===== src/hdl/cbf_fifo.sv =====
// Small synchronous queue built from registers, one write and one read port.
// Stand-alone; used for the job queue and the result queue.
module cbf_fifo #(
    parameter int WIDTH = 8,
    parameter int DEPTH = 2
) (
    input  logic             clk,
    input  logic             rst_n,
    input  logic             wr_en,
    input  logic [WIDTH-1:0] wr_data,
    output logic             full,
    input  logic             rd_en,
    output logic [WIDTH-1:0] rd_data,
    output logic             empty
);

    localparam int AW = (DEPTH > 1) ? $clog2(DEPTH) : 1;

    logic [WIDTH-1:0] mem_reg [DEPTH];
    logic [AW-1:0]    wr_ptr_reg;
    logic [AW-1:0]    rd_ptr_reg;
    logic [AW:0]      count_reg;
    logic             wr_fire;
    logic             rd_fire;

    assign full    = (count_reg == (AW+1)'(DEPTH));
    assign empty   = (count_reg == '0);
    assign wr_fire = wr_en && !full;
    assign rd_fire = rd_en && !empty;
    assign rd_data = mem_reg[rd_ptr_reg];

    always_ff @(posedge clk or negedge rst_n)
    begin
        if (!rst_n)
        begin
            wr_ptr_reg <= '0;
            rd_ptr_reg <= '0;
            count_reg  <= '0;
        end
        else
        begin
            if (wr_fire)
                wr_ptr_reg <= wr_ptr_reg + AW'(1);
            if (rd_fire)
                rd_ptr_reg <= rd_ptr_reg + AW'(1);
            count_reg <= count_reg + (AW+1)'(wr_fire) - (AW+1)'(rd_fire);
        end
    end

    always_ff @(posedge clk)
    begin
        if (wr_fire)
            mem_reg[wr_ptr_reg] <= wr_data;
    end

endmodule


===== config.mk =====
export PLATFORM = sky130hd
export DESIGN_NAME = cbf_fifo
export DESIGN_NICKNAME = d
export VERILOG_FILES = /design/src/hdl/cbf_fifo.sv
export SDC_FILE = /design/constraint.sdc
export NUM_CORES = 1
export LEC_CHECK = 0
export BUFFER_PORTS_ARGS = -buffer_cell sky130_fd_sc_hd__buf_2
export CAP_MARGIN = 15
export CELL_PAD_IN_SITES_DETAIL_PLACEMENT = 1
export CELL_PAD_IN_SITES_GLOBAL_PLACEMENT = 2
export CORE_MARGIN = 3
export CORE_UTILIZATION = 37
export CTS_CLUSTER_DIAMETER = 100
export CTS_CLUSTER_SIZE = 12
export DETAILED_ROUTE_END_ITERATION = 6
export MAX_ROUTING_LAYER = met4
export PLACE_DENSITY = 0.84
export SYNTH_ARGS = -nofsm -noshare
export SYNTH_HDL_FRONTEND = slang
export SYNTH_SLANG_ARGS = --single-unit

===== constraint.sdc =====
create_clock -name clk -period 4.5 [get_ports clk]
set_input_delay 0.225 -clock clk [delete_from_list [all_inputs] [get_ports clk]]
set_output_delay 0.225 -clock clk [all_outputs]
set_load 0.03 [all_outputs]

# Yosys cells after proc, flatten, opt, wreduce, memory -nomap -nowiden
# Memories as Yosys holds them, arrays and structs flattened.
# Cells that the tools add are included.
classes:
  add_sub_neg: 4
  mul: 0
  div: 0
  magnitude_cmp: 0
  eq_ne: 1
  n_shift: 0
  mux: 2
  bitwise_logic: 0
  n_reduce_logical: 5
op_table:
  columns: ["operator", "count"]
  rows:
  - ["adder 1 bit (second input constant)", 2]
  - ["adder 2 x 1 -> 2 bit", 1]
  - ["== test 2 bit (second input constant)", 1]
  - ["logical AND 1 bit", 2]
  - ["zero test 1 bit", 2]
  - ["zero test 2 bit", 1]
  - ["2-to-1 mux 1 bit", 2]
  - ["subtractor 2 x 1 -> 2 bit", 1]
totals:
  ff_bits: 4
  latch_bits: 0
  mem_bits_rw: 16
  mem_bits_ro: 0
  in_bits: 12
  output_inout_bits: 10
  word_cells: 16
  n_memories: 1
mem_list:
  columns: ["name", "depth", "width", "rd", "rd_clocked_by_memory_dff", "wr", "line", "text"]
  rows:
  - ["mem_reg", 2, 8, 1, 0, 1, "19", "logic [WIDTH-1:0] mem_reg [DEPTH];"]

# Depth between registers and ports, before layout
depth:
  ltp_word: 5
  depth_mapped: 7
  ltp_nobuf: 7

# Worst setup path before layout
# No wires, ideal clock.
synth_path:
  path_type: "flip-flop to flip-flop"
  startpoint: "register count_reg[0]"
  endpoint: "register count_reg[1]"
  setup_ps: 123
  t_arrival_ps: 1534
  required_ps: 4377
  path_slack_ps: 2843
  path_stages_with_launch: 8
  path_buffers: 0
  period_less_slack_ps: 1657
  path_cell_list: "dfrtp_1 > nor2_2 > nor2b_2 > ha_1 > inv_1 > ha_1 > xnor2_1 > xnor2_1"
synth_between:
  word_cells_on_any_way: 8
  classes_between: "add/sub (2); eq/ne (1); reduce/logical (5)"
synth_rtl:
  columns: ["element", "line", "text"]
  rows:
  - ["from (decl)", "22", "logic [AW:0] count_reg;"]
  - ["from (signal assigned)", "46", "count_reg <= count_reg + (AW+1)'(wr_fire) - (AW+1)'(rd_fire);"]
  - ["zero test 2 bit", "27", "assign empty = (count_reg == '0);"]
  - ["named net empty", "14", "output logic empty"]
  - ["zero test 1 bit", "29", "assign rd_fire = rd_en && !empty;"]
  - ["logical AND 1 bit", "29", null]
  - ["named net rd_fire", "24", "logic rd_fire;"]
  - ["subtractor 2 x 1 -> 2 bit", "46", null]
# The timed path passes the listed nets, and every way through them passes these cells.
# A chain may end at the register's enable or synchronous reset.

# Final worst setup path
layout_path:
  startpoint: "register rd_ptr_reg"
  endpoint: "output port rd_data[5]"
layout_between:
  elab_chain_cells: 1
layout_rtl:
  columns: ["element", "line", "text"]
  rows:
  - ["from (decl)", "21", "logic [AW-1:0] rd_ptr_reg;"]
  - ["from (signal assigned)", "45", "rd_ptr_reg <= rd_ptr_reg + AW'(1);"]
  - ["memory read (2 x 8 bit)", null, null]
  - ["to (decl)", "13", "output logic [WIDTH-1:0] rd_data,"]
# No other way between the ends.

==> reports/qor.csv <==
metric,value,unit
powerDensity,713.6,nW/um^2
vias,427,
setup_ws,2.800,ns
initial_core_util,39.58,%
post_cts_buffers,0,
reg2reg_from,count_reg[0],
wl_per_cell,13.47,um
yosys_warnings,0,
end_kind,output pin,
arrival,1.47,ns
setup_viol,0,
routed_via_density,4.495,
cts_max_level,1,
ctsResizeCount,0,
place_area,912.1,sq um
cp_max_fo,9,
vdd_drop_max,0.3531,mV
max_clock_freq,588.2,MHz
grt_remaining_overflow,0,
die_area,2709,sq um
finalNetCount,83,
syn_nets,57,
die_width,52.05,um
io_pins,22,
syn_area,784.5,sq um
setup-tns-final,0,ns
diodes,0,
clk_path_buf_depth,2,
status,"complete, no violations",
finalCriticalPeriod,1.700,ns
largest_reg_flops,16,
drc_errors,0,
cts_tree,done,
yosys.area.top_type,edfxtp_1,
min_period_over_period,37.78,%
synth_cell_types,14,
p_leak,0.0004008,uW
rsz0062_at_grt,no,
drt_first_pass_iters,1,
grt_pass1_vias,443,
tightestPinTransition,0.6833,ns
routed_wl,1.280,mm
ys_seq_elements,20,
slew_headroom,54.28,%
design_area,974.7,sq um
grt_use_total,11.36,%
cap_violations,0,
cts_inserted_buffers,3,
cts-root-buf,clkbuf_4,
grt_pass1_wl,2.056,mm
clkLatencyLatePin,0.30,ns
cp-start-kind,register,
yosysSeqAreaShare,74.00,%
min-delay-path-class,primary input to register,
synthCells,43,
layout.filler_cells,202,
cp.required,4.28,ns
synthToLayoutAreaGrowth,24.24,%
drive_gt1_share,51.47,%
antenna_found_initial,0,
first_iter_violations,0,
place_hpwl,991.3,um
fin_worst_skew,0.01696,ns
hold_viol,0,
core_area,1982,sq um
cts_sinks,20,
dp_slack,2.899,ns
clkSlewWorstSetupHoldPaths,0.12,ns
drv_slew,0,
syn_avg_cell_area,18.24,sq um
worstHoldStart,wr_data[5],
grt_max_degree,13,
ys_top_cells_by_area,"edfxtp_1 (61%), dfrtp_1 (13%), mux2_2 (11%), xnor2_1 (3.3%), ha_1 (3.2%)",
critPathLaunch,rd_ptr_reg,
ant_nets,0,
die_h,52.05,um
routabilityCongestion,0.7348,
io_buffers,21,
netlist.area_leader.share,61.24,%
critical_path_class,register to output pin,
num_rows,16,
## kinds of logic after synthesis
group	synth area share (%)
buffers and inverters	2.393
muxes	11.48
adders and majority gates	3.189
DFF	74.00
and+or+nand+nor	4.467
xor gates and xnor gates	4.467
## cells in the mapped netlist
master / count
edfxtp_1: 16
mux2_2: 8
dfrtp_1: 4
xnor2_1: 3
ha_1: 2
inv_1: 2
and3_1: 1
buf_6: 1
nand2_1: 1
nand2b_1: 1
nor2_1: 1
nor2_2: 1
nor2b_2: 1
xor2_1: 1
## power by group
group | leakage [uW] | internal (uW) | switching (uW)
sequential | 0.000195 | 259 | 36.7
combinational | 0.000178 | 99.8 | 156
clock | 0.0000279 | 90.0 | 53.9
total | 0.000401 | 449 | 247
## cell type report
type / instances / area [sq um] / share of cell area, %
Sequential cell: 20 / 580.6 / 59.56
Timing Repair Buffer: 22 / 115.1 / 11.81
Clock buffer: 3 / 22.52 / 2.311
Multi-Input combinational cell: 20 / 185.2 / 19.00
Inverter: 2 / 7.507 / 0.7702
Tap cell: 27 / 33.78 / 3.466
Clock inverter: 1 / 30.03 / 3.081
## per-layer routing
metal  global-route usage (%)  share of wire, %
met4                    5.240               1.3
met5                        -                 0
met1                    12.83                40
met3                    2.579               4.3
met2                    19.04                54
## worst paths after layout
check                           endpoint  slack (ns)  cells after the start
max                           rd_data[5]        2.80                      2
min                        mem_reg[1][5]        0.11                      1
max reg2reg                mem_reg[0][3]        2.90                      3
min reg2reg                   wr_ptr_reg        0.51                      1
max in group asynchronous     rd_ptr_reg        4.14                      2
min in group asynchronous   count_reg[1]        0.24                      2
## through the flow
stage | total power [uW] | instances | hold slack [ns] | utilization, %
6_report | 695.5 | 95 | 0.1103 | 49.18
5_1_grt | 738.5 | 95 | 0.09062 | 49.18
4_1_cts | 704.9 | 95 | 0.1066 | 49.18
3_5_place_dp | 563.1 | 90 | 0.03909 | 46.02
3_3_place_gp | 550.5 | 90 | 0.03563 | 46.02
2_1_floorplan | 498.9 | 43 | -0.07059 | -
## placed cells by master, fill, tap and decap left out, drive strengths merged, types with 2 or more instances in the layout
cell type	count
inv	2
mux2	8
nor2	2
xnor2	3
ha	2
clkbuf	3
edfxtp	16
dfrtp	4
buf	21
## critical path, cell delays in order, from the launching register on
cell and delay, ns:
dfrtp_1 0.61, mux2_2 0.39, buf_2 0.18
## repair_timing
| item | in CTS | in global routing |
|---|---|---|
| setup endpoints to repair | 0 | 0 |
| hold buffers | 1 | 0 |
| endpoints found under the hold margin | 4 | 0 |
Power figures use the tool's default switching activity.
