**config.mk**
```make
export PLATFORM = sky130hd
export DESIGN_NAME = cbf_front
export DESIGN_NICKNAME = d
export VERILOG_FILES = /design/src/hdl/cbf_pkg.sv /design/src/hdl/cbf_front.sv
export SDC_FILE = /design/constraint.sdc
export NUM_CORES = 1
export LEC_CHECK = 0
export BUFFER_PORTS_ARGS = -buffer_cell sky130_fd_sc_hd__buf_4
export CAP_MARGIN = 20
export CORE_MARGIN = 4
export CORE_UTILIZATION = 47
export CTS_BUF_LIST = sky130_fd_sc_hd__clkbuf_8
export DETAILED_ROUTE_END_ITERATION = 7
export PLACE_DENSITY = 0.92
export SYNTH_ARGS = -nofsm -noshare
export SYNTH_HDL_FRONTEND = slang
export SYNTH_SLANG_ARGS = --single-unit
```
**constraint.sdc**
```tcl
create_clock -name clk -period 6.3 [get_ports clk]
set_input_delay 0.63 -clock clk [delete_from_list [all_inputs] [get_ports clk]]
set_output_delay 0.63 -clock clk [all_outputs]
set_load 0.02 [all_outputs]
```
**src/hdl/cbf_pkg.sv**
```systemverilog
// Shared types and constants for the cubic Bezier flattener.
// Used by every module under hdl/ but cbf_fifo and cbf_props; depends on nothing else.
package cbf_pkg;

    localparam int CoordW  = 16;
    localparam int NumCtrl = 4;
    localparam int SegW    = 6;
    localparam int TW      = 17;   // t in Q0.16 plus one bit so that t = 1.0 fits
    localparam int OutW    = 24;

    localparam logic [SegW-1:0] MaxSegments = 6'd63;
    localparam logic [SegW-1:0] SegResetVal = 6'd16;
    localparam logic [TW-1:0]   OneQ16      = 17'h10000;
    localparam logic [OutW-1:0] OutMax      = 24'h7FFFFF;
    localparam logic [OutW-1:0] OutMin      = 24'h800000;

    localparam int JobDepth = 2;
    localparam int OutDepth = 16;

    // index 0 is the start point, 3 the end point
    typedef struct packed {
        logic [NumCtrl-1:0][CoordW-1:0] x;
        logic [NumCtrl-1:0][CoordW-1:0] y;
    } ctrl_pts_t;

    typedef struct packed {
        ctrl_pts_t       pts;
        logic [SegW-1:0] nseg;     // clamped segment count
        logic [TW-1:0]   step_q;   // 65536 / nseg
        logic [SegW-1:0] step_r;   // 65536 % nseg
    } job_t;

    typedef struct packed {
        logic          valid;
        logic          last;
        logic [TW-1:0] t;
    } pt_cmd_t;

    typedef struct packed {
        logic            last;
        logic [OutW-1:0] x;
        logic [OutW-1:0] y;
    } result_t;

endpackage

```
**src/hdl/cbf_front.sv**
```systemverilog
// Front end: accepts a curve, clamps the segment count and divides 65536
// by it (two quotient bits per cycle). Depends on cbf_pkg.
module cbf_front (
    input  logic                        clk,
    input  logic                        rst_n,
    input  logic                        push,
    output logic                        full,
    input  cbf_pkg::ctrl_pts_t          pts_in,
    input  logic                        cfg_we,
    input  logic [cbf_pkg::SegW-1:0]    cfg_data,
    output logic                        job_valid,
    input  logic                        job_ready,
    output cbf_pkg::job_t               job
);

    localparam int DivSteps = 9;

    typedef enum logic [1:0] {ST_IDLE, ST_DIVIDE, ST_SEND} state_t;

    state_t                      state_reg;
    logic [cbf_pkg::SegW-1:0]    seg_count_reg;
    logic [3:0]                  step_cnt_reg;

    cbf_pkg::ctrl_pts_t          pts_reg;
    logic [cbf_pkg::SegW-1:0]    nseg_reg;
    logic [cbf_pkg::TW-1:0]      quo_reg;
    logic [cbf_pkg::SegW-1:0]    rem_reg;

    logic [cbf_pkg::SegW-1:0]    nseg_next;
    logic [cbf_pkg::SegW:0]      trial_hi;
    logic [cbf_pkg::SegW:0]      trial_lo;
    logic                        bit_hi;
    logic                        bit_lo;
    logic [cbf_pkg::SegW-1:0]    rem_mid;
    logic [cbf_pkg::SegW-1:0]    rem_next;
    logic [cbf_pkg::TW-1:0]      quo_next;
    logic                        accept;

    assign accept    = (state_reg == ST_IDLE) && push;
    assign full      = (state_reg != ST_IDLE);
    assign job_valid = (state_reg == ST_SEND);

    always_comb
    begin
        if (seg_count_reg == '0)
            nseg_next = cbf_pkg::SegW'(1);
        else if (seg_count_reg > cbf_pkg::MaxSegments)
            nseg_next = cbf_pkg::MaxSegments;
        else
            nseg_next = seg_count_reg;
    end

    // Dividend is 1 << 16; only the low bit of the first step is set.
    always_comb
    begin
        trial_hi = {rem_reg, 1'b0};
        bit_hi   = (trial_hi >= {1'b0, nseg_reg});
        rem_mid  = bit_hi ? cbf_pkg::SegW'(trial_hi - {1'b0, nseg_reg})
                          : trial_hi[cbf_pkg::SegW-1:0];
        trial_lo = {rem_mid, (step_cnt_reg == '0)};
        bit_lo   = (trial_lo >= {1'b0, nseg_reg});
        rem_next = bit_lo ? cbf_pkg::SegW'(trial_lo - {1'b0, nseg_reg})
                          : trial_lo[cbf_pkg::SegW-1:0];
        quo_next = {quo_reg[cbf_pkg::TW-3:0], bit_hi, bit_lo};
    end

    always_ff @(posedge clk or negedge rst_n)
    begin
        if (!rst_n)
        begin
            state_reg     <= ST_IDLE;
            seg_count_reg <= cbf_pkg::SegResetVal;
            step_cnt_reg  <= '0;
        end
        else
        begin
            if (cfg_we)
                seg_count_reg <= cfg_data;
            case (state_reg)
                ST_IDLE:
                begin
                    if (push)
                    begin
                        state_reg    <= ST_DIVIDE;
                        step_cnt_reg <= '0;
                    end
                end
                ST_DIVIDE:
                begin
                    step_cnt_reg <= step_cnt_reg + 4'd1;
                    if (step_cnt_reg == 4'(DivSteps - 1))
                        state_reg <= ST_SEND;
                end
                ST_SEND:
                begin
                    if (job_ready)
                        state_reg <= ST_IDLE;
                end
                default:
                begin
                    state_reg <= ST_IDLE;
                end
            endcase
        end
    end

    always_ff @(posedge clk)
    begin
        if (accept)
        begin
            pts_reg  <= pts_in;
            nseg_reg <= nseg_next;
            quo_reg  <= '0;
            rem_reg  <= '0;
        end
        else if (state_reg == ST_DIVIDE)
        begin
            quo_reg <= quo_next;
            rem_reg <= rem_next;
        end
    end

    assign job.pts    = pts_reg;
    assign job.nseg   = nseg_reg;
    assign job.step_q = quo_reg;
    assign job.step_r = rem_reg;

endmodule

```
* Word level (Yosys, flattened, before mapping)
Cells that the tools add are included.
Operators by class: multipliers 0, multiplexer cells 9, bitwise gates (word level) 0, reductions and logical operators 9, div/mod/pow operators 0, shift operators 0, equality and inequality tests 6, magnitude comparators 3, $add $sub $neg 3
Operator list (count):
- 2-to-1 mux 6 bit | 3
- greater-or-equal comparator 7 x 6 -> 1 bit | 2
- subtractor 6 bit | 2
- one-hot mux 4 bit (2 select lines) | 1
- greater-than comparator 6 bit (second input constant) | 1
- logical NOT 6 bit | 1
- 2-to-1 mux 2 bit | 3
- one-hot mux 2 bit (3 select lines) | 1
- adder 4 x 1 -> 4 bit (second input constant) | 1
- == test 4 bit (second input constant) | 1
- logical NOT 4 bit | 1
- 2-to-1 mux 4 bit | 1
- inequality test 2 bit (second input constant) | 2
- nonzero test 2 bit | 2
- AND reduction 3 bit | 1
- == test 2 x 1 -> 1 bit (second input constant) | 1
- == test 2 bit (second input constant) | 1
- logical NOT 2 bit | 1
- inequality test 2 x 1 -> 1 bit (second input constant) | 1
- AND reduction 2 bit | 1
- OR reduction 2 bit | 1
- logical AND 1 bit | 1
Word-level totals: word-level logic and storage cells 45, output and inout port bits 159, bits in read-only memories 0, bits of input ports 139, memories kept 0, memory bits (writable) 0, register bits after elaboration 169, latch bits 0

* Logic depth before layout (Yosys ltp)
depth after elaboration 4, gate-level depth with buffers 15, mapped depth without buffers 14

* Worst setup path after synthesis
OpenSTA, ideal clock, no wires.
path type input port to flip-flop, from input port push, to register quo_reg[10] (netlist bit), buffers on the path 2, slack 0.750 ns, library setup time 0.333 ns, stages on the path 5, arrival 5.216 ns, data required time 5.967 ns, cells stage by stage nand2_1 -> inv_1 -> clkbuf_1 -> clkbuf_1 -> o21ai_0
On the way: cells in the longest elaborated chain, start to end 1
Ends and longest elaborated chain:
- start: declaration | line cbf_front.sv:6 | input logic push,
- logical AND 1 bit | line cbf_front.sv:39 | assign accept = (state_reg == ST_IDLE) && push;
- named net accept | line cbf_front.sv:37 | logic accept;
- end signal: assignment | line cbf_front.sv:118 | quo_reg <= quo_next;
- end: declaration | line cbf_front.sv:26 | logic [cbf_pkg::TW-1:0] quo_reg;
The timed path passes the listed nets, and every way through them passes these cells. A chain may end at the register's enable or synchronous reset.

* Final worst setup path
from register nseg_reg[1] (netlist bit), to register rem_reg[0] (netlist bit)
On the way: cells in the longest elaborated chain, start to end 4
Ends and longest elaborated chain:
- start: declaration | line cbf_front.sv:25 | logic [cbf_pkg::SegW-1:0] nseg_reg;
- start signal: assignment | line cbf_front.sv:112 | nseg_reg <= nseg_next;
- subtractor 6 bit or greater-or-equal comparator 7 x 6 -> 1 bit (tied branches) | line cbf_front.sv:58, cbf_front.sv:57
- 2-to-1 mux 6 bit | line cbf_front.sv:58 | rem_mid = bit_hi ? cbf_pkg::SegW'(trial_hi - {1'b0, nseg_reg})
- greater-or-equal comparator 7 x 6 -> 1 bit * | line cbf_front.sv:61 | bit_lo = (trial_lo >= {1'b0, nseg_reg});
- 2-to-1 mux 6 bit * | line cbf_front.sv:62 | rem_next = bit_lo ? cbf_pkg::SegW'(trial_lo - {1'b0, nseg_reg})
- end signal: assignment | line cbf_front.sv:119 | rem_reg <= rem_next;
- end: declaration | line cbf_front.sv:27 | logic [cbf_pkg::SegW-1:0] rem_reg;
Mark *: on every way between the ends. The rest lies on a longest branch, timed or not.

==> metrics.txt <==
max FFs per register=128; Mapped Avg Cell Area=16.51 sq um; Remaining Overflow, GRT=0; initial antenna violation count=0; Post-CTS Setup Bufs=0; Most common cell on crit path=ha_1; post-DP HPWL=13.54 mm; 1st-pass router iterations=4; MaxCap Viol Count=0; PortBufs=297; cts hold-fix bufs=1; vias after detailed routing=around 4300; diodes inserted=0; Area growth syn-to-layout=46.70%; WHS Endpoint=job[146]$_DFFE_PP_; initial DRC count=373; Final period util=0.7034; Main synth FF type=edfxtp_1; Worst Hold Launch=pts_in[117]; Crit-path slowest cell=or4_1; post-layout min period=4432 ps; fraction of final layout cells sized beyond drive strength 1=0.5015; post-layout instance area=between 0.008 and 0.009 sq mm; EDFF count, synth=134; largest net degree at the start of global routing=81; Required @ worst endpoint=6630 ps; count leader, synth=edfxtp_1; RSZ-0062 raised after global routing=false; Rows=just over 40; DIE AREA=0.01470 sq mm; drc violations=0; number of global-route vias before repair=between 4000 and 5000; Crit. End Element=flop; Clock Tree Root=clkbuf_8; Max Root-Sink Buffers=2; worst-margin pin slew=971.7 ps; Yosys top cell area share=0.6678; clk_skew=a little over 10 ps; reg2reg end=rem_reg[0]$_SDFFE_PP0P_; final antenna-violating net count=0; placed cell areas=~0.0084 sq mm; Final Wtd Congestion=~0.87; TritonCTS clock tree=yes; setup TNS=0 ps; drt total wl=17.63 mm; Crit Path Class=reg2reg; dpl cells=between 800 and 900; Max-Slew Margin vs Limit=0.3522; top post-synthesis cells by area=edfxtp_1, dfxtp_1, dfrtp_1; total CTS buffers=17; crit path launch=nseg_reg[1]$_SDFFCE_PP0P_; fmax=225.6 MHz; maximum vdd drop=0.0004844 V; CTS Sinks=169; synth cell count leaders=edfxtp_1, nand2_1, o21ai_0; Worst R2R Path Depth=13; cell count after synthesis=365; flops & latches, synth=169; startpoint types=flop; all-layer global routing usage=0.2318; Crit path largest cell delay=~500 ps; register area share after synthesis=0.7942; Worst R2R Setup Slack=1870 ps; Initial Util=0.4794; H-tree Lvls=4; Final Hold Viols=0; Syn. warnings=0; worst path cell trace=inv_1 -> ha_1 -> ha_1 -> nor4b_1 -> o21a_1 -> mux2_2 -> ha_1 -> o21a_1 -> o31a_1 -> o31a_1 -> a211o_1 -> or4_1 -> o311ai_1; Arr. time, crit path=4760 ps; static leakage=3.755 nW; final net count=825; Post-synth ARST share=0.07101; post-synthesis cell type count=42; Hold/Removal Path Class=in2reg; Die Width=121.2 microns; Worst R2R Start=nseg_reg[1]$_SDFFCE_PP0P_; IO Count=around 300; Synth Cell Area=0.006026 sq mm; Core Region=0.01257 sq mm; outcome=complete, no violations; worst hold path depth=1; clk slew on worst S/H paths=about 90 ps; DIE HEIGHT=121.2 microns; per-cell routed wire length=20.64 microns; crit path max fanout=10; Vias/cell=5.061; Hold WS=358.6 ps; final core utilization=0.7033; final setup fails=0; PD cells=452.8 mW/mm^2; first-pass GRT wire length=25.25 mm; clock latency at the later pin of the worst-skew pair=approximately 440 ps; Mapped Nets=521; Slew Limit Fails=0; Yosys top cell by area=edfxtp_1; post-CTS sizing=0; fin cells=854
## layer usage
metal  up-vias  part of all wire  track usage
met1      2119              0.36       0.2654
met5         -                 0            0
li1       1956                 -            -
met3        29             0.087      0.07319
met4         0             0.022      0.08894
met2       218              0.53       0.4060
## how the worst max path moves through the flow
| stage | cells past startpoint | endpoint | slack (ps) |
|---|---|---|---|
| after floorplan | 5 | quo_reg[10]$_SDFFE_PP0P_ | 750 |
| after global placement | 13 | rem_reg[0]$_SDFFE_PP0P_ | 2110 |
| after detailed placement | 13 | rem_reg[0]$_SDFFE_PP0P_ | 1960 |
| after CTS | 13 | rem_reg[0]$_SDFFE_PP0P_ | 1900 |
| after global routing | 13 | rem_reg[0]$_SDFFE_PP0P_ | 1610 |
| final | 13 | rem_reg[0]$_SDFFE_PP0P_ | 1870 |
## kinds of logic (layout without fill, tap and decap cells)
group	count (synthesis)	after routing	share of synthesized area
flip-flops	169	169	0.7942
AND/OR/NAND/NOR	82	82	0.06582
AO/OA/AOI/OAI	55	55	0.05855
buffers and inverters	27	344	0.01806
adder cells (fa/ha/maj)	17	17	0.03779
multiplexers	9	9	0.01682
XOR/XNOR	6	6	0.008723
## through the flow
stage,setup slack (ps),power [mW]
2_1_floorplan,750.4,2.667
3_3_place_gp,2107,3.171
3_5_place_dp,1964,3.240
4_1_cts,1904,4.005
5_1_grt,1615,4.221
6_report,1868,4.002
## cell usage in the layout, fill, tap and decap left out, types with 3 or more instances in the layout
| cell | n |
|---|---|
| inv_1 | 18 |
| dfrtp_1 | 11 |
| bufinv_16 | 3 |
| buf_4 | 298 |
| nand3_1 | 4 |
| edfxtp_1 | 134 |
| o211ai_1 | 3 |
| nand2b_1 | 4 |
| xor2_1 | 3 |
| clkbuf_8 | 18 |
| inv_6 | 3 |
| o21ai_0 | 25 |
| mux2_2 | 9 |
| a21oi_1 | 6 |
| ha_1 | 15 |
| nand2_1 | 44 |
| dfxtp_1 | 23 |
| xnor2_1 | 3 |
| o21a_1 | 3 |
| a21o_1 | 3 |
| nand4_1 | 4 |
| nor2_1 | 11 |
## power breakdown
part | switching [mW] | internal [mW] | total, mW
clock | 0.365 | 0.394 | 0.759
combinational | 0.962 | 0.654 | 1.62
sequential | 0.133 | 1.49 | 1.63
total | 1.46 | 2.54 | 4.00
## worst max-delay path: cells and delay by family (launching register included)
kind	cells	cell delay, ps
muxes	1	400
adders and majority gates	3	800
and+or+nand+nor	2	920
buffers and inverters	1	170
DFF	1	440
AOI/OAI and AO/OA	6	1570
## layout make-up
| cell class | instances | area, sq um |
|---|---|---|
| well taps | 172 | 215.2 |
| flip-flops and latches | 169 | 4786 |
| clock buffers | 18 | 247.7 |
| clock inverters | 14 | 145.1 |
| repair buffers | 300 | 2262 |
| inverters | 12 | 50.05 |
| multi-input cells | 169 | 1134 |
| fillers | 811 | 3729 |
Note: power is estimated with default switching activity, not from simulation.
