[config.mk]
export PLATFORM = sky130hd
export DESIGN_NAME = cbf_seq
export DESIGN_NICKNAME = d
export VERILOG_FILES = /design/src/hdl/cbf_pkg.sv /design/src/hdl/cbf_seq.sv
export SDC_FILE = /design/constraint.sdc
export NUM_CORES = 1
export LEC_CHECK = 0
export ABC_AREA = 1
export ABC_CLOCK_PERIOD_IN_PS = 3740
export BUFFER_PORTS_ARGS = -buffer_cell sky130_fd_sc_hd__buf_2
export CAP_MARGIN = 20
export CORE_ASPECT_RATIO = 0.75
export CORE_MARGIN = 5
export CORE_UTILIZATION = 25
export CTS_CLUSTER_DIAMETER = 50
export DETAILED_ROUTE_END_ITERATION = 10
export SYNTH_ARGS = -nofsm -noshare
export SYNTH_HDL_FRONTEND = slang
export SYNTH_SLANG_ARGS = --single-unit
[constraint.sdc]
create_clock -name clk -period 3.74 [get_ports clk]
set_clock_uncertainty 0.1 [all_clocks]
set_input_delay 0.187 -clock clk [delete_from_list [all_inputs] [get_ports clk]]
set_output_delay 0.187 -clock clk [all_outputs]
set_load 0.01 [all_outputs]
[src/hdl/cbf_pkg.sv]
// Shared types and constants for the cubic Bezier flattener.
// Used by every module under hdl/ but cbf_fifo and cbf_props; depends on nothing else.
package cbf_pkg;

    localparam int CoordW  = 16;
    localparam int NumCtrl = 4;
    localparam int SegW    = 6;
    localparam int TW      = 17;   // t in Q0.16 plus one bit so that t = 1.0 fits
    localparam int OutW    = 24;

    localparam logic [SegW-1:0] MaxSegments = 6'd63;
    localparam logic [SegW-1:0] SegResetVal = 6'd16;
    localparam logic [TW-1:0]   OneQ16      = 17'h10000;
    localparam logic [OutW-1:0] OutMax      = 24'h7FFFFF;
    localparam logic [OutW-1:0] OutMin      = 24'h800000;

    localparam int JobDepth = 2;
    localparam int OutDepth = 16;

    // index 0 is the start point, 3 the end point
    typedef struct packed {
        logic [NumCtrl-1:0][CoordW-1:0] x;
        logic [NumCtrl-1:0][CoordW-1:0] y;
    } ctrl_pts_t;

    typedef struct packed {
        ctrl_pts_t       pts;
        logic [SegW-1:0] nseg;     // clamped segment count
        logic [TW-1:0]   step_q;   // 65536 / nseg
        logic [SegW-1:0] step_r;   // 65536 % nseg
    } job_t;

    typedef struct packed {
        logic          valid;
        logic          last;
        logic [TW-1:0] t;
    } pt_cmd_t;

    typedef struct packed {
        logic            last;
        logic [OutW-1:0] x;
        logic [OutW-1:0] y;
    } result_t;

endpackage

[src/hdl/cbf_seq.sv]
// Back-end sequencer: steps t across one curve, one point per cycle, and
// holds issue while the result queue has no room. Depends on cbf_pkg.
module cbf_seq (
    input  logic                 clk,
    input  logic                 rst_n,
    input  logic                 job_valid,
    input  cbf_pkg::job_t        job,
    output logic                 job_pop,
    input  logic                 result_pop,
    output cbf_pkg::pt_cmd_t     cmd,
    output cbf_pkg::ctrl_pts_t   pts
);

    localparam int PW = $clog2(cbf_pkg::OutDepth) + 1;

    logic                        active_reg;
    logic [PW-1:0]               pending_reg;
    logic [cbf_pkg::SegW-1:0]    idx_reg;
    cbf_pkg::job_t               job_reg;
    logic [cbf_pkg::TW-1:0]      t_reg;
    logic [cbf_pkg::SegW-1:0]    rem_reg;

    logic                        can_issue;
    logic                        is_last;
    logic [cbf_pkg::SegW:0]      rem_sum;
    logic                        wrap;
    logic [cbf_pkg::SegW-1:0]    rem_step;
    logic [cbf_pkg::TW-1:0]      t_step;

    assign can_issue = active_reg && (pending_reg < PW'(cbf_pkg::OutDepth));
    assign is_last   = (idx_reg == job_reg.nseg);
    assign job_pop   = job_valid && (!active_reg || (can_issue && is_last));

    assign cmd.valid = can_issue;
    assign cmd.last  = is_last;
    assign cmd.t     = is_last ? cbf_pkg::OneQ16 : t_reg;
    assign pts       = job_reg.pts;

    // t(i) = round(i * 65536 / n): add quotient, carry when remainder wraps
    always_comb
    begin
        rem_sum  = {1'b0, rem_reg} + {1'b0, job_reg.step_r};
        wrap     = (rem_sum >= {1'b0, job_reg.nseg});
        rem_step = wrap ? cbf_pkg::SegW'(rem_sum - {1'b0, job_reg.nseg})
                        : rem_sum[cbf_pkg::SegW-1:0];
        t_step   = t_reg + job_reg.step_q + cbf_pkg::TW'(wrap);
    end

    always_ff @(posedge clk or negedge rst_n)
    begin
        if (!rst_n)
        begin
            active_reg  <= 1'b0;
            pending_reg <= '0;
            idx_reg     <= '0;
        end
        else
        begin
            if (job_pop)
                active_reg <= 1'b1;
            else if (can_issue && is_last)
                active_reg <= 1'b0;

            if (job_pop)
                idx_reg <= '0;
            else if (can_issue)
                idx_reg <= idx_reg + cbf_pkg::SegW'(1);

            pending_reg <= pending_reg + PW'(can_issue) - PW'(result_pop);
        end
    end

    always_ff @(posedge clk)
    begin
        if (job_pop)
        begin
            job_reg <= job;
            t_reg   <= '0;
            rem_reg <= job.nseg >> 1;
        end
        else if (can_issue)
        begin
            t_reg   <= t_step;
            rem_reg <= rem_step;
        end
    end

endmodule

; ---- Word-level counts from Yosys, hierarchy flattened
; Cells that the tools add are included.
[word_totals]
ff_bits = 192
latchBits = 0
ram_bits = 0
mem_bits_ro = 0
inputBits = 161
output_inout_bits = 148
word_cells = 42
mem_count = 0
[op_classes]
add_sub_neg = 7
mul = 0
n_div = 0
magnitude_cmp = 2
n_eq_ne = 1
n_shift = 0
mux = 8
n_bitwise = 0
reduce_logical = 7
[op_table]
columns = cell, n
row1 = 6-bit two-way mux, 3
row2 = 17-bit by 1-bit adder with 17-bit output, 1
row3 = 17-bit adder, 1
row4 = 17-bit two-way mux, 1
row5 = 5-bit two-way mux, 2
row6 = 6-bit by 6-bit adder with 7-bit output, 1
row7 = 7-bit by 6-bit >= comparator with 1-bit output, 1
row8 = "6-bit by 1-bit adder with 6-bit output, second input constant", 1
row9 = 6-bit equality test, 1
row10 = 6-bit subtractor, 1
row11 = 5-bit by 1-bit adder with 5-bit output, 1
row12 = "5-bit less-than comparator, second input constant", 1
row13 = 5-bit by 1-bit subtractor with 5-bit output, 1
row14 = 2-bit nonzero test, 2
row15 = 1-bit logical AND, 3
row16 = 1-bit two-way mux, 2
row17 = 1-bit zero test, 1
row18 = 1-bit logical OR, 1

; ---- Longest topological paths before layout
; Gate-level depths: netlist of the first run.
[depth]
depth_word = 6
ltp_mapped = 27
depth_no_buf = 27

; ---- Worst setup path after synthesis of the first run
; OpenSTA, ideal clock, no wires.
[synth_timing]
path_type = register to register
from = register job_reg[0] (netlist name)
to = register t_reg[12] (netlist name)
setup_ns = 0.117
t_arrival_ns = 3.723
required_ns = 3.523
path_slack_ns = -0.200
path_stages_with_launch = 27
n_path_buf = 0
synth_period_minus_slack_ns = 3.940
cell_sequence = edfxtp_1 > ha_1 > inv_1 > fa_1 > o21bai_1 > xor2_1 > inv_1 > ha_1 > nand2_1 > inv_1 > nand4_2 > nand3_1 > nand2_1 > nand2_2 > inv_2 > fa_1 > fa_1 > inv_1 > nand2_1 > nand2_1 > nand3_1 > nand2_1 > nand3_1 > nand2_1 > nand2_1 > a21oi_1 > nor2_1
[synth_between]
elab_chain_cells = 3
[synth_rtl]
columns = element, line_no
row1 = from (decl), cbf_seq.sv:19  ; cbf_pkg::job_t job_reg;
row2 = from (signal assigned), cbf_seq.sv:77  ; job_reg <= job;
row3 = 6-bit by 6-bit adder with 7-bit output, cbf_seq.sv:42  ; rem_sum = {1'b0, rem_reg} + {1'b0, job_reg.step_r};
row4 = 7-bit by 6-bit >= comparator with 1-bit output, cbf_seq.sv:43  ; wrap = (rem_sum >= {1'b0, job_reg.nseg});
row5 = 17-bit by 1-bit adder with 17-bit output, cbf_seq.sv:46  ; t_step = t_reg + job_reg.step_q + cbf_pkg::TW'(wrap);
row6 = to (signal assigned), cbf_seq.sv:83  ; t_reg <= t_step;
row7 = to (decl), cbf_seq.sv:20  ; logic [cbf_pkg::TW-1:0] t_reg;
; Every way passes these cells.
; A chain may end at the register's enable or synchronous reset.

; ---- Worst setup path in the final report of the first run
; Ends and elaborated chain as after synthesis.

==> results of run 1 <==
layer usage:
metal / up-vias / track usage, %
met5: - / 0
met4: 0 / 4.11
met3: 31 / 3.35
met2: 191 / 20.2
met1: 3041 / 13.9
li1: 3226 / -
timing repair:
item                                    CTS  global route
hold buffers                            158             0
setup buffers                             3             5
endpoints found under the setup margin    7            15
pin swaps                                16            21
endpoints found under the hold margin   173             0
resized for setup                        17            19
cells in the mapped netlist (6+ instances only):
cell type                  number
sky130_fd_sc_hd__xnor2_1        9
sky130_fd_sc_hd__ha_1          33
sky130_fd_sc_hd__nor2_1        32
sky130_fd_sc_hd__nand3_1       27
sky130_fd_sc_hd__xor2_1        11
sky130_fd_sc_hd__dfrtp_1       12
sky130_fd_sc_hd__nand2_1      167
sky130_fd_sc_hd__edfxtp_1     162
sky130_fd_sc_hd__dfxtp_1       18
sky130_fd_sc_hd__inv_1         97
sky130_fd_sc_hd__a21oi_2        7
sky130_fd_sc_hd__a21oi_1       23
sky130_fd_sc_hd__o21ai_0       10
sky130_fd_sc_hd__buf_4        130
sky130_fd_sc_hd__or2_2          6
layout make-up:
type                            instances  area (sq um)
Clock buffer                           17           425
Clock inverter                         14           153
Fill cell                            3492         23100
Inverter                              102           388
Multi-Input combinational cell        366          2260
Sequential cell                       192          5530
Tap cell                              465           582
Timing Repair Buffer                  490          3340
power breakdown:
group	internal [mW]	total, mW	switching [mW]	leakage (nW)
Clock	0.943	1.81	0.865	0.279
Sequential	2.83	3.03	0.199	1.77
Combinational	1.80	4.23	2.43	3.62
cell families after synthesis:
kind of cell,count (synthesis),synth area share [%]
AOI/OAI and AO/OA,51,3.44
xor gates and xnor gates,20,1.93
adders and majority gates,38,5.66
buffers and inverters,240,15.8
DFF,192,61.0
and+or+nand+nor,257,12.2
layout by cell type, fill, tap and decap left out, types with 2 or more instances in the layout:
cell type and n:
sky130_fd_sc_hd__a21oi_1 21, sky130_fd_sc_hd__a21oi_2 9, sky130_fd_sc_hd__buf_12 2, sky130_fd_sc_hd__buf_2 308, sky130_fd_sc_hd__buf_4 20, sky130_fd_sc_hd__buf_6 2, sky130_fd_sc_hd__clkbuf_16 17, sky130_fd_sc_hd__clkinv_4 2
sky130_fd_sc_hd__clkinvlp_4 2, sky130_fd_sc_hd__dfrtp_1 12, sky130_fd_sc_hd__dfxtp_1 18, sky130_fd_sc_hd__dlygate4sd3_1 158, sky130_fd_sc_hd__edfxtp_1 162, sky130_fd_sc_hd__fa_1 2, sky130_fd_sc_hd__fa_2 3, sky130_fd_sc_hd__ha_1 29
sky130_fd_sc_hd__ha_4 3, sky130_fd_sc_hd__inv_1 92, sky130_fd_sc_hd__inv_2 9, sky130_fd_sc_hd__inv_6 5, sky130_fd_sc_hd__inv_8 3, sky130_fd_sc_hd__nand2_1 153, sky130_fd_sc_hd__nand2_2 14, sky130_fd_sc_hd__nand2_4 3
sky130_fd_sc_hd__nand3_1 24, sky130_fd_sc_hd__nand3_2 4, sky130_fd_sc_hd__nand3b_1 2, sky130_fd_sc_hd__nand4_1 5, sky130_fd_sc_hd__nor2_1 32, sky130_fd_sc_hd__nor2_2 4, sky130_fd_sc_hd__nor3_1 5, sky130_fd_sc_hd__nor3_2 2
sky130_fd_sc_hd__o21a_1 2, sky130_fd_sc_hd__o21ai_0 10, sky130_fd_sc_hd__o21ai_2 4, sky130_fd_sc_hd__o21bai_1 3, sky130_fd_sc_hd__or2_2 6, sky130_fd_sc_hd__xnor2_1 8, sky130_fd_sc_hd__xor2_1 10
how the worst min path moves through the flow:
| stage | start | end | slack, ns | cells after the start |
|---|---|---|---|---|
| 2_1_floorplan | rst_n | active_reg$_DFFE_PN0P_ | -0.21 | 0 |
| 3_3_place_gp | rst_n | pending_reg[1]$_DFF_PN0_ | -0.01 | 1 |
| 3_5_place_dp | rst_n | pending_reg[1]$_DFF_PN0_ | -0.02 | 1 |
| 4_1_cts | rst_n | pending_reg[4]$_DFF_PN0_ | 0.05 | 2 |
| 5_1_grt | rst_n | pending_reg[1]$_DFF_PN0_ | 0.07 | 2 |
| 6_report | rst_n | pending_reg[4]$_DFF_PN0_ | 0.06 | 2 |
==> results.json, run 1 <==
{
  "outcome": "finished, violations left",
  "violations": "negative setup slack",
  "wl_met3_microns": 1310,
  "setup_viol_count_final": 2,
  "port-buffer-count": 308,
  "clock-sinks": 192,
  "yosys.area.top_type_share_pct": 53.7,
  "detail-route-antenna-nets": 0,
  "drtIter0Drc": 247,
  "syn_inst": 798,
  "post-dp-hpwl_microns": 16800,
  "globalRouteTotalUtil_pct": 11.7,
  "layout-drive-gt1-share_pct": 36.6,
  "synth.area.top_cells": "sky130_fd_sc_hd__edfxtp_1 (54%), sky130_fd_sc_hd__buf_4 (11%), sky130_fd_sc_hd__nand2_1 (6.9%)",
  "crit_path_max_incr_delay_ns": 0.38,
  "postSynthRegisterBits": 192,
  "post_drt_via_cell_ratio": 3.94,
  "firstDrtPassIters": 4,
  "synth_flop_cell": "sky130_fd_sc_hd__edfxtp_1",
  "grt_overflow_total": 0,
  "first_global_vias": 6728,
  "wl_met2_microns": 11700,
  "timing.setup.critical_path_class": "reg2reg",
  "crit_path_max_fanout": 4,
  "power_density_mw_per_mm2": 716,
  "top_family_by_delay_on_critical_path": "adder cells",
  "worst-path-buf-inv": 5,
  "critical_path.reg2reg.endpoint": "t_reg[12]$_SDFFE_PP0P_",
  "cts_tree": "done",
  "end_kind": "flop",
  "synth-warning-count": 0,
  "wire_length_of_the_first_global_routing_pass_microns": 36500,
  "timing.critical_path.from": "job_reg[0]$_DFFE_PP_",
  "worst-endpoint-arrival_ns": 3.98,
  "max_freq_mhz": 267,
  "worst_path_max_delay_cell": "sky130_fd_sc_hd__ha_1",
  "timing.slew.headroom_pct": 39.4,
  "synth_area_per_cell_sq_um": 11.4,
  "wirelength_microns": 23900,
  "grt_max_degree": 53,
  "antenna-diode-count": 0,
  "detailed_place.area_sq_mm": 0.0103,
  "preCtsSetupSlack_ns": -0.193,
  "place_inst": 1449,
  "reg2reg_from": "job_reg[0]$_DFFE_PP_",
  "finish.net_count": 1368,
  "finalHoldWorstSlack_ns": 0.0588,
  "fin_crit_ns": 3.75,
  "final_cells": 1646,
  "crit_end": "t_reg[12]$_SDFFE_PP0P_",
  "highest-signal-layer": "met4",
  "wl_met1_microns": 10300,
  "cts_max_level": 4,
  "initial_core_util_pct": 25.3,
  "floorplan.die.height_microns": 175,
  "synth_seq_area_share_pct": 61.0,
  "tns_ns": -0.0140,
  "final_critical_path_setup_slack_ns": -0.0106,
  "worst_max_slew_pin_slew_ns": 0.907,
  "synth-async-reset-ratio_pct": 6.25,
  "total_power_mw": 9.07,
  "reg2reg_depth": 25,
  "clk_path_buf_depth": 2,
  "coreArea_sq_mm": 0.0358,
  "fin_area_sq_mm": 0.0127,
  "fp.dieArea_sq_mm": 0.0402,
  "postSynthNetCount": 997,
  "ir_worst_vdd_v": 0.000295,
  "number_of_buffers_inserted_during_clock_tree_synthesis": 17,
  "rsz0062_at_grt": "true",
  "critical_path_cell_count": 25,
  "cts_root_buffer": "sky130_fd_sc_hd__clkbuf_16",
  "detail_route.drc_violations": 0,
  "largest_register_ff_count": 128,
  "area_of_the_mapped_netlist_sq_mm": 0.00906,
  "synthDistinctLibCells": 37,
  "cap_violations": 0,
  "core.rowCount": 60,
  "average_wire_per_cell_in_the_routed_design_microns": 14.5,
  "synth-edff-count": 162,
  "area_grow_syn2layout_pct": 39.9,
  "layout_worst_path_cycle_share_pct": 100,
  "slew_viol_final": 0,
  "insertion_delay_ns": 0.45,
  "antenna_found_initial": 0,
  "startpoint_type": "flop",
  "tightest_hold_check_type": "in2async",
  "finalHoldViolations": 0,
  "power.leakage_nw": 5.67,
  "floorplan.die.width_microns": 230,
  "clkTransAtPathRegs_ns": 0.08,
  "post-synth-top-area-cell": "sky130_fd_sc_hd__edfxtp_1",
  "place.gp.congestion": 0.812,
  "ioPinCount": 309,
  "critical_path_required_ns": 3.97,
  "worst-r2r-setup-slack_ns": -0.01,
  "detailroute.via_count": 6489,
  "finalCoreUtilization_pct": 35.4
}
Power figures use the tool's default switching activity.
==> run 2, diff against run 1 <==
--- a/config.mk
+++ b/config.mk
@@ -5,7 +5,6 @@
 export SDC_FILE = /design/constraint.sdc
 export NUM_CORES = 1
 export LEC_CHECK = 0
-export ABC_AREA = 1
 export ABC_CLOCK_PERIOD_IN_PS = 3740
 export BUFFER_PORTS_ARGS = -buffer_cell sky130_fd_sc_hd__buf_2
 export CAP_MARGIN = 20
==> run 2 against run 1 <==
  * The flow still finishes with violations (negative setup slack)
  * Hold slack lost 0.0053 ns
  * Power down 14%
  * Fmax is 15% lower
  * Largest cell class unchanged
==> results.json, run 2 <==
{
  "fin_crit_ns": 4.40,
  "synth-warning-count": 0,
  "synth-async-reset-ratio_pct": 6.25,
  "ir_worst_vdd_v": 0.000365,
  "fin_area_sq_mm": 0.0123,
  "worst-r2r-setup-slack_ns": -0.66,
  "grt_overflow_total": 0,
  "insertion_delay_ns": 0.45,
  "detail-route-antenna-nets": 0,
  "syn_inst": 617,
  "number_of_buffers_inserted_during_clock_tree_synthesis": 17,
  "detailed_place.area_sq_mm": 0.00991,
  "cts_root_buffer": "sky130_fd_sc_hd__clkbuf_16",
  "finalHoldViolations": 0,
  "area_grow_syn2layout_pct": 44.3,
  "synth_seq_area_share_pct": 64.6,
  "rsz0062_at_grt": "true",
  "layout_worst_path_cycle_share_pct": 118,
  "cap_violations": 0,
  "post-synth-top-area-cell": "sky130_fd_sc_hd__edfxtp_1",
  "port-buffer-count": 308,
  "startpoint_type": "flop",
  "clkTransAtPathRegs_ns": 0.08,
  "crit_path_max_incr_delay_ns": 0.40,
  "synth_flop_cell": "sky130_fd_sc_hd__edfxtp_1",
  "floorplan.die.width_microns": 224,
  "worst_max_slew_pin_slew_ns": 0.559,
  "core.rowCount": 58,
  "ordered_cell_list_for_the_critical_path": "ha_1 > a21o_1 > a21oi_2 > o21bai_1 > a21oi_2 > xnor2_2 > ha_4 > o2111ai_2 > a21oi_2 > a211o_1 > inv_2 > fa_2 > fa_2 > nand2b_4 > a21o_1 > a211oi_2 > a21oi_1 > xor2_1 > or3_1 > a21oi_1",
  "cts_max_level": 4,
  "fp.dieArea_sq_mm": 0.0380,
  "wirelength_microns": 24600,
  "crit_path_max_fanout": 2,
  "floorplan.die.height_microns": 170,
  "place.gp.congestion": 0.820,
  "slew_viol_final": 0,
  "clk_path_buf_depth": 2,
  "postSynthNetCount": 816,
  "commonest_non_fill_non_tap_cell_in_the_layout": "sky130_fd_sc_hd__buf_2",
  "cts_tree": "done",
  "most_frequent_cells_in_the_layout": "sky130_fd_sc_hd__buf_2 (308), sky130_fd_sc_hd__edfxtp_1 (162), sky130_fd_sc_hd__dlygate4sd3_1 (159)",
  "power_density_mw_per_mm2": 634,
  "postSynthRegisterBits": 192,
  "wire_length_of_the_first_global_routing_pass_microns": 36500,
  "worst_path_max_delay_cell": "sky130_fd_sc_hd__edfxtp_1",
  "tightest_hold_check_type": "in2async",
  "area_of_the_mapped_netlist_sq_mm": 0.00855,
  "drtIter0Drc": 398,
  "reg2reg_from": "job_reg[1]$_DFFE_PP_",
  "grt_max_degree": 87,
  "synth.top_cells.by_count": "sky130_fd_sc_hd__edfxtp_1 (162), sky130_fd_sc_hd__buf_4 (130), sky130_fd_sc_hd__ha_1 (33), sky130_fd_sc_hd__a21oi_1 (32), sky130_fd_sc_hd__inv_1 (30)",
  "top_cell_by_count_worst_path": "sky130_fd_sc_hd__a21oi_2",
  "layout-drive-gt1-share_pct": 40.6,
  "yosys.area.top_type_share_pct": 56.9,
  "firstDrtPassIters": 4,
  "synth-edff-count": 162,
  "first_global_vias": 6305,
  "synth.area.top_cells": "sky130_fd_sc_hd__edfxtp_1 (57%), sky130_fd_sc_hd__buf_4 (11%), sky130_fd_sc_hd__ha_1 (4.8%)",
  "tns_ns": -4.24,
  "violations": "negative setup slack",
  "synth_area_per_cell_sq_um": 13.9,
  "globalRouteTotalUtil_pct": 12.6,
  "largest_register_ff_count": 128,
  "power.leakage_nw": 5.16,
  "post_drt_via_cell_ratio": 4.07,
  "setup_viol_count_final": 13,
  "post-dp-hpwl_microns": 17100,
  "detail_route.drc_violations": 0,
  "timing.critical_path.from": "job_reg[1]$_DFFE_PP_",
  "outcome": "finished, violations left",
  "average_wire_per_cell_in_the_routed_design_microns": 16.7,
  "timing.slew.headroom_pct": 62.7,
  "initial_core_util_pct": 25.4,
  "coreArea_sq_mm": 0.0337,
  "worst-endpoint-arrival_ns": 4.69,
  "max_freq_mhz": 227,
  "clock-sinks": 192,
  "detailroute.via_count": 5973,
  "ioPinCount": 309,
  "final_critical_path_setup_slack_ns": -0.662,
  "critical_path_required_ns": 4.02,
  "finish.net_count": 1202,
  "synth.most_common_cell": "sky130_fd_sc_hd__edfxtp_1",
  "synthDistinctLibCells": 51,
  "timing.setup.critical_path_class": "reg2reg",
  "antenna_found_initial": 0,
  "end_kind": "flop"
}
[run 2: changes by cell type after synthesis, moves of 5 or more]
| cell | before | now |
|---|---|---|
| sky130_fd_sc_hd__nand2_1 | 167 | 24 |
| sky130_fd_sc_hd__inv_1 | 97 | 30 |
| sky130_fd_sc_hd__and2_1 | 0 | 14 |
| sky130_fd_sc_hd__mux2i_1 | 0 | 5 |
| sky130_fd_sc_hd__or2_2 | 6 | 0 |
| sky130_fd_sc_hd__a21oi_1 | 23 | 32 |
| sky130_fd_sc_hd__nand3_1 | 27 | 2 |
| sky130_fd_sc_hd__a21oi_2 | 7 | 0 |
| sky130_fd_sc_hd__nand2b_1 | 0 | 9 |
| sky130_fd_sc_hd__a21o_1 | 0 | 9 |
| sky130_fd_sc_hd__o21ai_0 | 10 | 22 |
| sky130_fd_sc_hd__nor2_1 | 32 | 25 |
| sky130_fd_sc_hd__xor2_1 | 11 | 18 |
| sky130_fd_sc_hd__nor3_1 | 5 | 0 |
[run 2: logic make-up (layout without fill, tap and decap cells)]
family,after synthesis,count (layout),share of synthesized area [%]
adders and majority gates,38,38,6.00
AOI/OAI and AO/OA,96,96,7.25
xor gates and xnor gates,31,31,3.18
and+or+nand+nor,87,87,5.05
other,0,2,0
DFF,192,192,64.6
muxes,6,6,0.717
buffers and inverters,167,566,13.2
[run 2: cell type report]
type                            count  area [sq um]
Clock buffer                       17           425
Fill cell                        3251         21300
Inverter                           31           121
Multi-Input combinational cell    258          2050
Clock inverter                     15           188
Tap cell                          450           563
Timing Repair Buffer              503          3450
Sequential cell                   192          5530
Antenna cell                        2          5.00
[run 2: critical path, delay by kind of cell (launching register included)]
family	cells	cell delay (ns)
AO/OA/AOI/OAI	11	1.72
flip-flops	1	0.40
AND/OR/NAND/NOR	2	0.46
adder cells (fa/ha/maj)	4	1.31
buffers and inverters	1	0.04
XOR/XNOR	2	0.29
[run 2: routing by layer]
layer	GRT usage, %	vias up	part of all wire [%]
li1	-	2840	-
met1	14.3	2871	39
met2	22.2	229	51
met3	4.29	33	7.0
met4	4.50	0	3.1
met5	0	-	0
[run 2: timing repair]
item                                   CTS  global route
cloned                                   0             0
setup endpoints to repair               11            15
gates resized for setup                 17            19
pin swaps                               16            19
buffers inserted                         5             8
endpoints found under the hold margin  174             0
hold buffers                           159             0
[run 2: metrics by stage]
stage	hold slack [ns]	std cells	setup slack, ns	util [%]	power [mW]
finish	0.0535	1468	-0.662	36.6	7.82
global route	0.0580	1466	-0.844	36.6	8.34
CTS	0.0247	1461	-0.592	36.3	7.75
detailed placement	-0.00963	1265	-0.636	29.4	5.50
global placement	-0.0138	1265	-0.498	29.4	5.44
floorplan	-0.209	617	-0.456	-	4.68
[run 2: path summary, 6_finish.rpt]
path                                             to  depth (start not counted)
min                        pending_reg[2]$_DFF_PN0_                          2
max reg2reg                  t_reg[16]$_SDFFE_PP0P_                         20
min reg2reg                  t_reg[11]$_SDFFE_PP0P_                          2
max                          t_reg[16]$_SDFFE_PP0P_                         20
max in group asynchronous    idx_reg[5]$_DFFE_PN0P_                          2
min in group clk           pending_reg[0]$_DFF_PN0_                          4
[run 2: power by group]
group          internal, mW  leakage, nW  switching (mW)
clock network         0.968        0.299           0.938
logic                  1.55         3.11            1.56
registers              2.63         1.75           0.166
==> run 3, diff against run 2 <==
--- a/config.mk
+++ b/config.mk
@@ -10,9 +10,10 @@
 export CAP_MARGIN = 20
 export CORE_ASPECT_RATIO = 0.75
 export CORE_MARGIN = 5
-export CORE_UTILIZATION = 25
+export CORE_UTILIZATION = 45
 export CTS_CLUSTER_DIAMETER = 50
 export DETAILED_ROUTE_END_ITERATION = 10
+export PLACE_DENSITY = 0.76
 export SYNTH_ARGS = -nofsm -noshare
 export SYNTH_HDL_FRONTEND = slang
 export SYNTH_SLANG_ARGS = --single-unit
==> run 3 against run 2 <==
  * Hold slack better by 0.0043 ns
  * Critical endpoint unchanged
  * Fmax increased by 1.4%
  * Die area decreased by 42%
  * Critical path depth did not move
  * Global-route usage rose by 7.7 points
  * Utilization is 28 points higher
  * Sequential share of layout area increased by 1.4 points
  * Cell count decreased by 15%
  * Largest cell class unchanged
  * Via count decreased by 1.2%
  * The flow still finishes with violations (negative setup slack)
  * Critical path type unchanged
  * Register-to-register slack better by 0.06 ns
  * Non-clock buffer count shrank 8
  * Clock power shrank 4%
==> results.json, run 3 (synthesized netlist as in run 2, its figures left out) <==
{
  "outcome": "finished, violations left",
  "violations": "negative setup slack",
  "detailroute.via_count": 5901,
  "power.leakage_nw": 5.11,
  "layout_worst_path_cycle_share_pct": 116,
  "ir_worst_vdd_v": 0.000383,
  "wire_length_of_the_first_global_routing_pass_microns": 33900,
  "initial_core_util_pct": 46.0,
  "average_wire_per_cell_in_the_routed_design_microns": 18.0,
  "finalCoreUtilization_pct": 64.4,
  "final_critical_path_setup_slack_ns": -0.601,
  "critical_path_required_ns": 4.00,
  "worst-endpoint-arrival_ns": 4.60,
  "drtIter0Drc": 358,
  "cts_max_level": 4,
  "wirelength_microns": 22600,
  "commonest_non_fill_non_tap_cell_in_the_layout": "sky130_fd_sc_hd__buf_2",
  "fp.dieArea_sq_mm": 0.0219,
  "rsz0062_at_grt": "true",
  "max_freq_mhz": 230,
  "ioPinCount": 309,
  "cts_tree": "done",
  "finish.net_count": 1194,
  "place.gp.congestion": 0.824,
  "slew_viol_final": 0,
  "cap_violations": 0,
  "floorplan.die.height_microns": 129,
  "largest_register_ff_count": 128,
  "power_density_mw_per_mm2": 630,
  "end_kind": "flop",
  "detail_route.drc_violations": 0,
  "area_grow_syn2layout_pct": 39.9,
  "setup_viol_count_final": 12,
  "finalHoldViolations": 0,
  "firstDrtPassIters": 4,
  "clkTransAtPathRegs_ns": 0.08,
  "antenna_found_initial": 0,
  "detail-route-antenna-nets": 0,
  "final_cells": 1255,
  "fin_crit_ns": 4.34,
  "coreArea_sq_mm": 0.0186,
  "cts_root_buffer": "sky130_fd_sc_hd__clkbuf_16",
  "place_inst": 1059,
  "number_of_buffers_inserted_during_clock_tree_synthesis": 17,
  "crit_path_max_fanout": 2,
  "startpoint_type": "flop",
  "insertion_delay_ns": 0.43,
  "grt_overflow_total": 0,
  "globalRouteTotalUtil_pct": 20.3,
  "clock-sinks": 192,
  "layout-drive-gt1-share_pct": 39.5,
  "timing.setup.critical_path_class": "reg2reg",
  "tightest_hold_check_type": "in2async",
  "floorplan.die.width_microns": 169,
  "antenna-diode-count": 0,
  "first_global_vias": 6011,
  "timing.slew.headroom_pct": 64.3,
  "post-dp-hpwl_microns": 15200,
  "most_frequent_cells_in_the_layout": "sky130_fd_sc_hd__buf_2 (308), sky130_fd_sc_hd__edfxtp_1 (162), sky130_fd_sc_hd__dlygate4sd3_1 (159)",
  "grt_max_degree": 56,
  "worst_max_slew_pin_slew_ns": 0.535,
  "port-buffer-count": 308,
  "post_drt_via_cell_ratio": 4.70,
  "clk_path_buf_depth": 2,
  "core.rowCount": 43
}
run 3: worst paths after layout:
path	from	end	slack, ns	depth (start not counted)
worst max-delay path	job_reg[1]$_DFFE_PP_	t_reg[16]$_SDFFE_PP0P_	-0.60	20
worst min-delay path	rst_n	pending_reg[0]$_DFF_PN0_	0.06	2
worst max register to register	job_reg[1]$_DFFE_PP_	t_reg[16]$_SDFFE_PP0P_	-0.60	20
worst min register to register	t_reg[11]$_SDFFE_PP0P_	t_reg[11]$_SDFFE_PP0P_	0.36	2
max in group asynchronous	rst_n	active_reg$_DFFE_PN0P_	3.25	2
min in group clk	result_pop	pending_reg[0]$_DFF_PN0_	0.14	4
run 3: metal layers:
metal	share of wire, %	wire length, microns	global-route usage, %	up-vias
li1	-	-	-	2823
met1	39	8850	24.7	2816
met2	51	11600	35.6	228
met3	7.2	1640	5.73	34
met4	2.6	586	5.96	0
met5	0	0	0	-
run 3: area by class of cell:
type / count / area [sq um]
clock inverters: 15 / 194
multi-input cells: 258 / 2000
flip-flops and latches: 192 / 5530
well taps: 247 / 309
fillers: 1338 / 6610
inverters: 31 / 121
repair buffers: 495 / 3380
clock buffers: 17 / 425
run 3: report_power, final:
group	leakage (nW)	total, mW	internal (mW)	switching (mW)
registers	1.75	2.79	2.63	0.154
clock network	0.296	1.83	0.912	0.918
logic	3.06	2.91	1.43	1.48
total	5.11	7.53	4.98	2.55
run 3: worst max-delay path, stage by stage, from the launching register on:
cell and delay, ns:
sky130_fd_sc_hd__edfxtp_1 0.40, sky130_fd_sc_hd__ha_1 0.31, sky130_fd_sc_hd__a21o_1 0.20, sky130_fd_sc_hd__a21oi_2 0.16, sky130_fd_sc_hd__o21bai_1 0.08, sky130_fd_sc_hd__a21oi_1 0.15
sky130_fd_sc_hd__xnor2_1 0.10, sky130_fd_sc_hd__ha_1 0.34, sky130_fd_sc_hd__o2111ai_2 0.12, sky130_fd_sc_hd__a21oi_2 0.14, sky130_fd_sc_hd__a211o_1 0.15, sky130_fd_sc_hd__inv_2 0.04
sky130_fd_sc_hd__fa_2 0.35, sky130_fd_sc_hd__fa_2 0.35, sky130_fd_sc_hd__nand2b_4 0.15, sky130_fd_sc_hd__a21o_1 0.18, sky130_fd_sc_hd__a211oi_2 0.23, sky130_fd_sc_hd__a21oi_1 0.11
sky130_fd_sc_hd__xor2_1 0.15, sky130_fd_sc_hd__or3_1 0.31, sky130_fd_sc_hd__a21oi_1 0.13
run 3: through the flow:
stage,area [sq um],total power [mW],worst slack [ns],hold WS [ns],TNS [ns]
final,12000,7.53,-0.601,0.0579,-4.47
after global placement,9630,5.35,-0.496,-0.0193,-1.54
after detailed placement,9630,5.42,-0.584,-0.00812,-2.14
after global routing,12000,8.06,-0.906,0.0950,-7.45
after CTS,11900,7.46,-0.601,0.0446,-2.83
after floorplan,8590,4.68,-0.456,-0.209,-0.953
run 3: timing repair:
item | CTS | global route
hold buffers | 159 | 0
hold endpoints to repair | 175 | 0
pin swaps | 5 | 11
endpoints found under the setup margin | 12 | 15
gates resized for setup | 9 | 14
buffers inserted | 1 | 4
